**config.mk**
```make
export PLATFORM = sky130hd
export DESIGN_NAME = feedback_frame_receiver
export DESIGN_NICKNAME = d
export VERILOG_FILES = /design/src/design/ffr_pkg.sv /design/src/design/ffr_wrap_track.sv /design/src/design/feedback_frame_receiver.sv
export SDC_FILE = /design/constraint.sdc
export NUM_CORES = 1
export LEC_CHECK = 0
export ABC_AREA = 0
export BUFFER_PORTS_ARGS = -buffer_cell sky130_fd_sc_hd__buf_2
export CAP_MARGIN = 20
export CORE_MARGIN = 1.5
export CORE_UTILIZATION = 50
export CTS_BUF_LIST = sky130_fd_sc_hd__clkbuf_16
export DETAILED_ROUTE_END_ITERATION = 8
export GPL_TIMING_DRIVEN = 0
export PLACE_DENSITY = 0.74
export SYNTH_ARGS = -nofsm -noshare
export SYNTH_HDL_FRONTEND = slang
export SYNTH_SLANG_ARGS = --single-unit
```
**constraint.sdc**
```tcl
create_clock -name clk -period 19.5 [get_ports clk]
set_clock_uncertainty 0.1 [all_clocks]
set_input_delay 3.9 -clock clk [delete_from_list [all_inputs] [get_ports clk]]
set_output_delay 3.9 -clock clk [all_outputs]
set_load 0.02 [all_outputs]
```
**src/design/ffr_pkg.sv**
```systemverilog
package ffr_pkg;

  localparam int PAYLOAD_BYTES = 20;
  localparam int POS_W = 5;

  localparam logic [1:0] PH_HUNT = 2'd0;
  localparam logic [1:0] PH_HIGH = 2'd1;
  localparam logic [1:0] PH_DATA = 2'd2;

  localparam logic [7:0] SYNC_LOW = 8'hCD;

  localparam logic [1:0] REG_SYNC_WORD = 2'd0;
  localparam logic [1:0] REG_LOW_WRAP  = 2'd1;
  localparam logic [1:0] REG_HIGH_WRAP = 2'd2;

  localparam logic [15:0] SYNC_WORD_RST = 16'hABCD;
  localparam logic [15:0] LOW_WRAP_RST  = 16'd2700;
  localparam logic [15:0] HIGH_WRAP_RST = 16'd6300;

  typedef struct packed {
    logic               update;
    logic signed [15:0] low_wrap;
    logic signed [15:0] high_wrap;
  } wrap_ctl_t;

endpackage

```
**src/design/ffr_wrap_track.sv**
```systemverilog
module ffr_wrap_track (
  input  logic               clk,
  input  logic               rst,
  input  ffr_pkg::wrap_ctl_t ctl,
  input  logic signed [15:0] count_now,
  output logic signed [15:0] turns_next
);
  import ffr_pkg::*;

  logic signed [15:0] previous;
  logic signed [15:0] turns;

  always_comb begin
    turns_next = turns;
    if (ctl.update) begin
      if ((count_now < ctl.low_wrap) && (previous > ctl.high_wrap)) begin
        turns_next = turns + 16'sd1;
      end else if ((count_now > ctl.high_wrap) && (previous < ctl.low_wrap)) begin
        turns_next = turns - 16'sd1;
      end
    end
  end

  always_ff @(posedge clk) begin
    if (rst) begin
      previous <= '0;
      turns    <= '0;
    end else if (ctl.update) begin
      previous <= count_now;
      turns    <= turns_next;
    end
  end

endmodule

```
**src/design/feedback_frame_receiver.sv**
```systemverilog
// feedback frame receiver: one received byte per transfer, up to one byte per cycle
// the frame result is registered: valid the cycle after the last payload byte transfer
// throughput: one byte per cycle; the single result register stalls only the last
//   byte of a frame while the previous result is still held
// reset (rst, synchronous): hunting for sync, wrap counters and config registers at defaults
module feedback_frame_receiver (
  input  logic               clk,
  input  logic               rst,
  input  logic               byte_valid,
  output logic               byte_stall,
  input  logic [7:0]         rx_byte,
  output logic               frame_valid,
  input  logic               frame_stall,
  output logic [15:0]        command_one,
  output logic [15:0]        command_two,
  output logic [15:0]        speed_right,
  output logic [15:0]        speed_left,
  output logic signed [15:0] count_right,
  output logic signed [15:0] count_left,
  output logic [15:0]        battery_level,
  output logic [15:0]        temperature,
  output logic [15:0]        led_word,
  output logic               checksum_ok,
  output logic signed [15:0] turns_right,
  output logic signed [15:0] turns_left,
  input  logic               cfg_valid,
  output logic               cfg_ready,
  input  logic [1:0]         cfg_index,
  input  logic [15:0]        cfg_data
);
  import ffr_pkg::*;

  logic [15:0] sync_word;
  logic [15:0] low_wrap;
  logic [15:0] high_wrap;

  logic [1:0]       phase;
  logic [1:0]       phase_next;
  logic [POS_W-1:0] byte_position;
  logic [POS_W-1:0] byte_position_next;
  logic [7:0]       payload_store [PAYLOAD_BYTES];

  logic        take;
  logic        last_byte;
  logic        frame_done;
  logic        store_wr;
  logic [7:0]  last_hi;
  logic [15:0] w [10];
  logic [15:0] xsum;
  logic        sum_ok;

  wrap_ctl_t          wctl;
  logic signed [15:0] turns_right_next;
  logic signed [15:0] turns_left_next;

  assign cfg_ready = 1'b1;

  always_ff @(posedge clk) begin
    if (rst) begin
      sync_word <= SYNC_WORD_RST;
      low_wrap  <= LOW_WRAP_RST;
      high_wrap <= HIGH_WRAP_RST;
    end else if (cfg_valid && cfg_ready) begin
      case (cfg_index)
        REG_SYNC_WORD: sync_word <= cfg_data;
        REG_LOW_WRAP:  low_wrap  <= cfg_data;
        REG_HIGH_WRAP: high_wrap <= cfg_data;
        default: ;
      endcase
    end
  end

  // last payload byte of the frame (or a position already past the end)
  assign last_byte = (byte_position >= POS_W'(PAYLOAD_BYTES - 1));
  // hold the closing byte only when the result register cannot drain
  assign byte_stall = (phase == PH_DATA) && last_byte && frame_valid && frame_stall;
  assign take = byte_valid && !byte_stall;
  assign frame_done = take && (phase == PH_DATA) && last_byte;
  assign store_wr = take && (phase == PH_DATA) &&
                    (byte_position < POS_W'(PAYLOAD_BYTES));

  always_comb begin
    phase_next = phase;
    byte_position_next = byte_position;
    if (take) begin
      case (phase)
        PH_HIGH: begin
          if ({rx_byte, SYNC_LOW} == sync_word) begin
            phase_next = PH_DATA;
          end else begin
            phase_next = PH_HUNT;
          end
          byte_position_next = '0;
        end
        PH_DATA: begin
          if (last_byte) begin
            phase_next = PH_HUNT;
            byte_position_next = '0;
          end else begin
            byte_position_next = byte_position + 1'b1;
          end
        end
        default: begin
          phase_next = (rx_byte == SYNC_LOW) ? PH_HIGH : PH_HUNT;
        end
      endcase
    end
  end

  always_ff @(posedge clk) begin
    if (rst) begin
      phase         <= PH_HUNT;
      byte_position <= '0;
    end else begin
      phase         <= phase_next;
      byte_position <= byte_position_next;
    end
  end

  always_ff @(posedge clk) begin
    if (store_wr) begin
      payload_store[byte_position] <= rx_byte;
    end
  end

  // the closing byte is still on the input, not yet in the store
  assign last_hi = (byte_position == POS_W'(PAYLOAD_BYTES - 1)) ?
                   rx_byte : payload_store[PAYLOAD_BYTES - 1];

  always_comb begin
    xsum = sync_word;
    for (int k = 0; k < 9; k++) begin
      w[k] = {payload_store[2*k+1], payload_store[2*k]};
      xsum = xsum ^ w[k];
    end
    w[9] = {last_hi, payload_store[PAYLOAD_BYTES - 2]};
  end

  assign sum_ok = (w[9] == xsum);

  assign wctl.update    = frame_done && sum_ok;
  assign wctl.low_wrap  = signed'(low_wrap);
  assign wctl.high_wrap = signed'(high_wrap);

  ffr_wrap_track u_track_right (
    .clk        (clk),
    .rst        (rst),
    .ctl        (wctl),
    .count_now  (signed'(w[4])),
    .turns_next (turns_right_next)
  );

  ffr_wrap_track u_track_left (
    .clk        (clk),
    .rst        (rst),
    .ctl        (wctl),
    .count_now  (signed'(w[5])),
    .turns_next (turns_left_next)
  );

  always_ff @(posedge clk) begin
    if (rst) begin
      frame_valid <= 1'b0;
    end else if (frame_done) begin
      frame_valid <= 1'b1;
    end else if (!frame_stall) begin
      frame_valid <= 1'b0;
    end
  end

  always_ff @(posedge clk) begin
    if (frame_done) begin
      command_one   <= w[0];
      command_two   <= w[1];
      speed_right   <= w[2];
      speed_left    <= w[3];
      count_right   <= signed'(w[4]);
      count_left    <= signed'(w[5]);
      battery_level <= w[6];
      temperature   <= w[7];
      led_word      <= w[8];
      checksum_ok   <= sum_ok;
      turns_right   <= turns_right_next;
      turns_left    <= turns_left_next;
    end
  end

endmodule

```
==> metrics.md, run 1 <==
| Metric | Value |
|---|---|
| Buffer levels on the longest clock path | `3` |
| Adder-cell area share of the yosys netlist | `~8.1%` |
| Yosys synthesis warning count | `0` |
| VDD IR max | `around 0.000083 V` |
| Setup repair after global routing missed its margin | `false` |
| Buffers inserted by post-CTS timing repair | `0` |
| Setup slack on the worst flop-to-flop path | `approximately 15000 ps` |
| First-iteration detailed-routing DRC count | `around 1200` |
| Number of standard-cell rows in the floorplan | `74` |
| Post-synthesis register bit count | `around 460` |
| Number of maximum-capacitance violations | `0` |
| Synthesized instance count | `1609` |
| Compound-gate portion of the synthesized area | `7.39%` |
| Endpoint arrival time on the critical path | `4680 ps` |
| Predominant post-synthesis flop cell | `edfxtp_1` |
| Mapped Area | `0.0206 sq mm` |
| Dominant combinational cell family by area after synthesis | `simple AND/OR/NAND/NOR gates` |
| Leakage power total | `9.28 nW` |
| Final hold violation count | `0` |
| Smallest setup slack after layout | `between 10000 and 15000 ps` |
| Relative slew margins | `30.3%` |
| Crit path buf inv count | `2` |
| Post-Route Utilization | `59.0%` |
| Core area | `about 0.041 sq mm` |
| Cell accounting for the most synthesized area | `edfxtp_1` |
| Post-synth top area share | `between 40% and 50%` |
| Clock period minus worst slack | `around 8700 ps` |
| Worst-path clk slew | `roughly 60 ps` |
| Number of synthesized flops with an enable pin | `between 300 and 400` |
| Synth-to-Final Area Change | `16.7%` |
| Filler Cells Inserted | `around 3200` |
| Share of cell area taken by muxes after synthesis | `under 10%` |
| Worst Hold Path Cells | `2` |
| Master cell of the clock root buffer | `clkbuf_16` |
| Cells along the critical path | `buf_2 -> nand2_1 -> nor2_1 -> and2_1 -> buf_2` |
| Total Die Area | `0.0425 sq mm` |
| Total routed wirelength | `between 50 and 60 mm` |
| Layout Nets | `slightly above 2000` |
| Clk sink count | `about 460` |
| Setup violation total in the final timing report | `0` |
| Cell with the largest stage delay on the worst path | `nor2_1` |
| Vias post-DR | `between 10000 and 15000` |
| Measured slew at the worst slew-check pin | `1040 ps` |
| Worst setup slack after placement | `10850 ps` |
| Max-slew violation count | `0` |
| Main area contributors after synthesis | `edfxtp_1 49%, dfxtp_1 12%, ha_1 8.1%` |
| # hold bufs at CTS | `0` |
| H-tree Lvls | `2` |
| Logic depth of the worst setup path including buffers | `5` |
| Maximum fanout encountered on the critical timing path | `4` |
| Asr flop ratio synth | `0%` |
| Total of cells resized after clock tree synthesis | `0` |
| Gr usage total | `24.9%` |
| Number of top-level design ports | `about 210` |
| Source-to-sink clock delay at the later pin of the worst-skew pair | `between 600 and 700 ps` |
| Instance count after placement with tap cells included | `~2400` |
| Dpl cell area | `between 0.02 and 0.025 sq mm` |
| Placed wire-length estimate | `~39 mm` |
| Sum of negative setup slack | `0 ps` |
| Unique masters post-synth | `70` |
| Antenna violations before repair | `4` |
| Global-route congestion overflow total | `0` |
| Die Height | `approximately 210 um` |
| Maximum achievable frequency | `roughly 120 MHz` |
| Initial Utilization | `roughly half` |
| PwrDens | `between 80 and 90 mW/mm^2` |
| Result of the run | `complete, no violations` |
| Ratio of final minimum period to clock period | `between 40% and 50%` |
| Final instance area | `approximately 0.024 sq mm` |
| Per-cell via count in the routed design | `5.66` |
| Nets in the synthesized netlist | `roughly 1800` |
| Hold Worst Slack | `around 360 ps` |
| Most repeated library cell on the critical path | `buf_2` |
| Kind of end point of the critical path | `primary output` |
| Delay of the slowest cell on the worst path | `about 260 ps` |
| Type of the worst setup path | `primary input to primary output` |
| Cell types with the highest counts after synthesis | `337 x edfxtp_1, 155 x nand2_1, 134 x ha_1` |
| R2R depth | `16` |
| Power consumption | `approximately 2.0 mW` |
| Total DRC errors in the routed layout | `0` |
| Inserted Clock Buffers | `47` |
| Post-synthesis average cell area | `about 13 sq um` |
| Xor/xnor cell area share of the yosys netlist | `under 10%` |
| Final RePlAce weighted congestion | `0.950` |
| Nature of the critical path startpoint | `primary input` |
| Simple-gate area share of the yosys netlist | `11.1%` |
| Vias in the first global route | `between 10000 and 15000` |
| Non-filler cells in the finished layout | `2453` |
| Path category of the worst min-delay check | `flip-flop to flip-flop` |
| Die width | `~210 um` |
| Layout cells sized above 1 | `~16%` |
| Most frequent cell after synthesis | `edfxtp_1` |
| Maximum number of pins on one net before global-route repair | `24` |
| Post-DRT Antenna Nets | `0` |
| Sequential area share after synthesis | `between 60% and 70%` |
| Wire length of the first global-routing pass | `between 70 and 80 mm` |
| Family with the most delay on the worst path | `simple AND/OR/NAND/NOR gates` |
| Clock tree from TritonCTS | `built` |
| WL per Instance | `21.4 um` |
| I/O Buffers | `around 210` |
| Number of optimization iterations in the first detailed-route pass | `5` |
| Required time at the worst-slack endpoint | `roughly 16000 ps` |
power breakdown:
part	switching, mW	internal, mW	leakage, nW
sequential	0.00314	1.04	3.94
clock	0.382	0.507	0.771
combinational	0.0454	0.0240	4.57
area by class of cell:
| class | count | area (sq um) | area share, % |
|---|---|---|---|
| antenna | 2 | 5.00 | 0.0208 |
| buffer | 48 | 203 | 0.842 |
| clock buffer | 47 | 1180 | 4.88 |
| clock inverter | 37 | 350 | 1.45 |
| inverter | 57 | 214 | 0.888 |
| multi-input combinational | 1047 | 7710 | 32.0 |
| sequential | 457 | 12500 | 52.0 |
| tap | 532 | 666 | 2.76 |
| timing repair buffer | 226 | 1240 | 5.14 |
final timing paths:
kind,startpoint,endpoint
worst max-delay path,frame_stall,byte_stall
worst min-delay path,high_wrap[8]$_SDFFE_PP0P_,high_wrap[8]$_SDFFE_PP0P_
worst min register to register,high_wrap[8]$_SDFFE_PP0P_,high_wrap[8]$_SDFFE_PP0P_
worst max register to register,byte_position[0]$_SDFFE_PP0P_,u_track_right.previous[0]$_SDFFE_PP0P_
logic make-up (layout without fill, tap and decap cells):
kind of cell | after synthesis | after routing
buf+inv | 105 | 415
mux | 34 | 34
fa+ha+maj | 134 | 134
other cells | 1 | 3
xor+xnor | 172 | 172
simple gates | 464 | 464
flops | 457 | 457
compound gates | 242 | 242
registers in the layout (all words and copies together) (netlist names), 2 cells and up:
register	count
led_word	16
payload_store	160
low_wrap	16
byte_position	5
u_track_right.turns	16
command_two	16
count_right	16
u_track_left.previous	16
battery_level	16
temperature	16
turns_right	16
speed_right	16
command_one	16
speed_left	16
count_left	16
high_wrap	16
phase	2
u_track_left.turns	16
sync_word	16
turns_left	16
u_track_right.previous	16
routing by layer:
metal | GRT usage, % | share of wire (%) | wire, um
met1 | 34.1 | 43 | 22500
met2 | 39.8 | 46 | 24200
met3 | 4.92 | 7.9 | 4160
met4 | 8.07 | 3.0 | 1590
met5 | 0 | 0.015 | 8
worst min-delay path, stage by stage (launching register included):
cell,delay (ps)
dfxtp_1,310
nand2_1,50
a21oi_1,50
placed cells by master, fill, tap and decap left out, drive strengths merged, types with 8 or more instances in the layout:
cell,instances
clkbuf,84
a21oi,101
a21o,11
and3,19
nor2,99
nand4,26
nand3,27
and2,9
o21ai,42
a32oi,8
xnor2,106
nor2b,38
dfxtp,120
mux2i,16
xnor3,24
edfxtp,337
or3,11
ha,134
a211o,19
mux2,18
buf,237
clkinv,24
nand2,156
a211oi,11
nand2b,14
inv,65
nor4,10
nor3,20
xor2,42
(Power assumes the default switching activity.)
==> run 2, diff against run 1 <==
clock period = 8.53 ns   (was 19.5 ns; I/O delays follow)
==> run 2 against run 1 <==
Routed wire length rose by 0.78%; critical path depth did not move; die area did not move; critical path type unchanged; largest power group unchanged.
==> metrics.md, run 2 (synthesis gave the netlist of run 1 again) <==
| Metric | Value |
|---|---|
| Clk sink count | `457 (unchanged)` |
| # hold bufs at CTS | `0 (unchanged)` |
| Total Die Area | `0.0425 sq mm (unchanged)` |
| Non-filler cells in the finished layout | `2449 (was 2453)` |
| Source of the critical timing path | `frame_stall (unchanged)` |
| Final RePlAce weighted congestion | `0.930 (was 0.950)` |
| Cells along the critical path | `buf_2 -> nand2_1 -> nor2_1 -> and2_1 -> buf_2 (unchanged)` |
| Number of standard-cell rows in the floorplan | `74 (unchanged)` |
| WL per Instance | `21.6 um (was 21.4 um)` |
| Measured slew at the worst slew-check pin | `1010 ps (was 1040 ps)` |
| Nature of the critical path startpoint | `primary input (unchanged)` |
| Setup repair after global routing missed its margin | `false (unchanged)` |
| Max-slew violation count | `0 (unchanged)` |
| Power consumption | `4.63 mW (was 2.00 mW)` |
| Buffers inserted by post-CTS timing repair | `0 (unchanged)` |
| Path category of the worst min-delay check | `flip-flop to flip-flop (unchanged)` |
| Per-cell via count in the routed design | `5.66 (about the same)` |
| VDD IR max | `0.000185 V (was 0.0000828 V)` |
| Leakage power total | `9.30 nW (was 9.28 nW)` |
| Worst setup path endpoint | `byte_stall (unchanged)` |
| First-iteration detailed-routing DRC count | `1314 (was 1222)` |
| Buffer levels on the longest clock path | `3 (unchanged)` |
| Beginning of the worst register-to-register path | `payload_store[10][4]$_DFFE_PP_ (was byte_position[0]$_SDFFE_PP0P_)` |
| Wire length of the first global-routing pass | `79.4 mm (was 78.4 mm)` |
| Inserted Clock Buffers | `46 (was 47)` |
| Vias in the first global route | `13300 (was 13500)` |
| PwrDens | `191 mW/mm^2 (was 83.1 mW/mm^2)` |
| Source-to-sink clock delay at the later pin of the worst-skew pair | `610 ps (about the same)` |
| Largest register FFs | `160 (unchanged)` |
| Relative slew margins | `32.4% (was 30.3%)` |
| Die width | `206 um (unchanged)` |
| Commonest non-fill, non-tap cell in the layout | `edfxtp_1 (unchanged)` |
| Worst-path clk slew | `50 ps (was 60 ps)` |
| Cell with the largest stage delay on the worst path | `nor2_1 (unchanged)` |
| Final hold violation count | `0 (unchanged)` |
| Synth-to-Final Area Change | `17.0% (was 16.7%)` |
| Total of cells resized after clock tree synthesis | `0 (unchanged)` |
| Clock period minus worst slack | `between 4000 and 5000 ps` |
| Kind of end point of the critical path | `primary output (unchanged)` |
| Area of combinational cells with multiple inputs | `0.00772 sq mm (was 0.00771 sq mm)` |
| Leading cell types in the layout, fill and taps excluded | `337 x edfxtp_1, 216 x buf_2, 155 x nand2_1, 134 x ha_1, 120 x dfxtp_1 (unchanged)` |
| Required time at the worst-slack endpoint | `6720 ps (was 15500 ps)` |
| Vias post-DR | `13900 (about the same)` |
| Biggest register | `payload_store (unchanged)` |
| Layout cells sized above 1 | `16.1% (about the same)` |
| R2R depth | `11 (was 16)` |
| Master cell of the clock root buffer | `clkbuf_16 (unchanged)` |
| Final instance area | `0.0242 sq mm (was 0.0241 sq mm)` |
| Ratio of final minimum period to clock period | `50.8%` |
| Clock tree from TritonCTS | `built (unchanged)` |
| Placed wire-length estimate | `38.7 mm (was 38.5 mm)` |
| Result of the run | `complete, no violations (unchanged)` |
| Die Height | `206 um (unchanged)` |
| I/O Buffers | `208 (unchanged)` |
| Number of optimization iterations in the first detailed-route pass | `7 (was 5)` |
| Setup slack on the worst flop-to-flop path | `4320 ps (was 14930 ps)` |
| Area taken by flip-flops and latches | `0.0125 sq mm (unchanged)` |
| Capture instance of the worst register-to-register path | `u_track_left.turns[13]$_SDFFE_PP0P_ (was u_track_right.previous[0]$_SDFFE_PP0P_)` |
| Maximum fanout encountered on the critical timing path | `4 (unchanged)` |
| Delay of the slowest cell on the worst path | `290 ps (was 260 ps)` |
| Total routed wirelength | `52.8 mm (was 52.4 mm)` |
| Total DRC errors in the routed layout | `0 (unchanged)` |
| Layout Nets | `2043 (was 2049)` |
| Setup violation total in the final timing report | `0 (unchanged)` |
| Filler Cells Inserted | `3172 (was 3197)` |
| Maximum number of pins on one net before global-route repair | `24 (unchanged)` |
| Dpl cell area | `0.0226 sq mm (was 0.0225 sq mm)` |
| Number of maximum-capacitance violations | `0 (unchanged)` |
| Endpoint arrival time on the critical path | `2530 ps (was 4680 ps)` |
| Most repeated library cell on the critical path | `buf_2 (unchanged)` |
| Initial Utilization | `50.6% (unchanged)` |
| Post-DRT Antenna Nets | `0 (unchanged)` |
| Instance count after placement with tap cells included | `2360 (was 2366)` |
| Number of top-level design ports | `211 (unchanged)` |
| Core area | `0.0408 sq mm (unchanged)` |
| Type of the worst setup path | `primary input to primary output (unchanged)` |
| H-tree Lvls | `2 (unchanged)` |
| Antenna violations before repair | `3 (was 4)` |
| Gr usage total | `25.1% (was 24.9%)` |
| Maximum achievable frequency | `231 MHz` |
| Global-route congestion overflow total | `0 (unchanged)` |
run 2: cell types whose count changed in the layout (fill, tap and decap cells not counted), moves of 2 or more:
cell and change:
clkinv_1 -4, buf_16 +4, buf_6 -12, clkinvlp_4 +2, buf_8 +3
run 2: worst min path at each step:
stage	start	slack, ps	depth (start not counted)	to
after floorplan	high_wrap[10]$_SDFFE_PP0P_	340	2	high_wrap[10]$_SDFFE_PP0P_
after global placement	high_wrap[8]$_SDFFE_PP0P_	340	2	high_wrap[8]$_SDFFE_PP0P_
after detailed placement	low_wrap[10]$_SDFFE_PP0P_	350	2	low_wrap[10]$_SDFFE_PP0P_
after CTS	low_wrap[10]$_SDFFE_PP0P_	350	2	low_wrap[10]$_SDFFE_PP0P_
after global routing	payload_store[3][2]$_DFFE_PP_	370	0	command_two[10]$_DFFE_PP_
final	high_wrap[1]$_SDFFE_PP0P_	360	2	high_wrap[1]$_SDFFE_PP0P_
run 2: layer usage:
layer / vias up / GRT usage (%) / share of wire, %
li1: 6451 / - / -
met1: 6754 / 35.3 / 44
met2: 563 / 39.9 / 46
met3: 96 / 4.60 / 7.9
met4: 0 / 7.14 / 2.7
met5: - / 0 / 0
run 2: cell type report:
cell class	count	share of cell area, %
repair buffers	221	5.23
clock inverters	38	1.65
flip-flops and latches	457	51.8
inverters	57	0.885
well taps	532	2.75
multi-input cells	1047	31.9
plain buffers	48	0.839
clock buffers	47	4.87
diodes	2	0.0207
run 2: per-stage QoR:
stage          setup slack, ps  utilization, %  hold WS [ps]  TNS (ps)
3_5_place_dp              3690            55.3           347         0
2_1_floorplan             1040               -           336         0
6_report                  4200            59.2           358         0
5_1_grt                   4150            59.2           373         0
3_3_place_gp             -1830            54.8           342   -143150
4_1_cts                   4210            59.1           354         0
run 2: power breakdown:
| part | switching, mW | internal [mW] |
|---|---|---|
| clock | 0.889 | 1.20 |
| combinational | 0.104 | 0.0552 |
| sequential | 0.00671 | 2.38 |
| total | 0.999 | 3.63 |
run 2: critical path, delay by kind of cell:
kind | cells | cell delay, ps
and+or+nand+nor | 3 | 540
buffers and inverters | 2 | 280
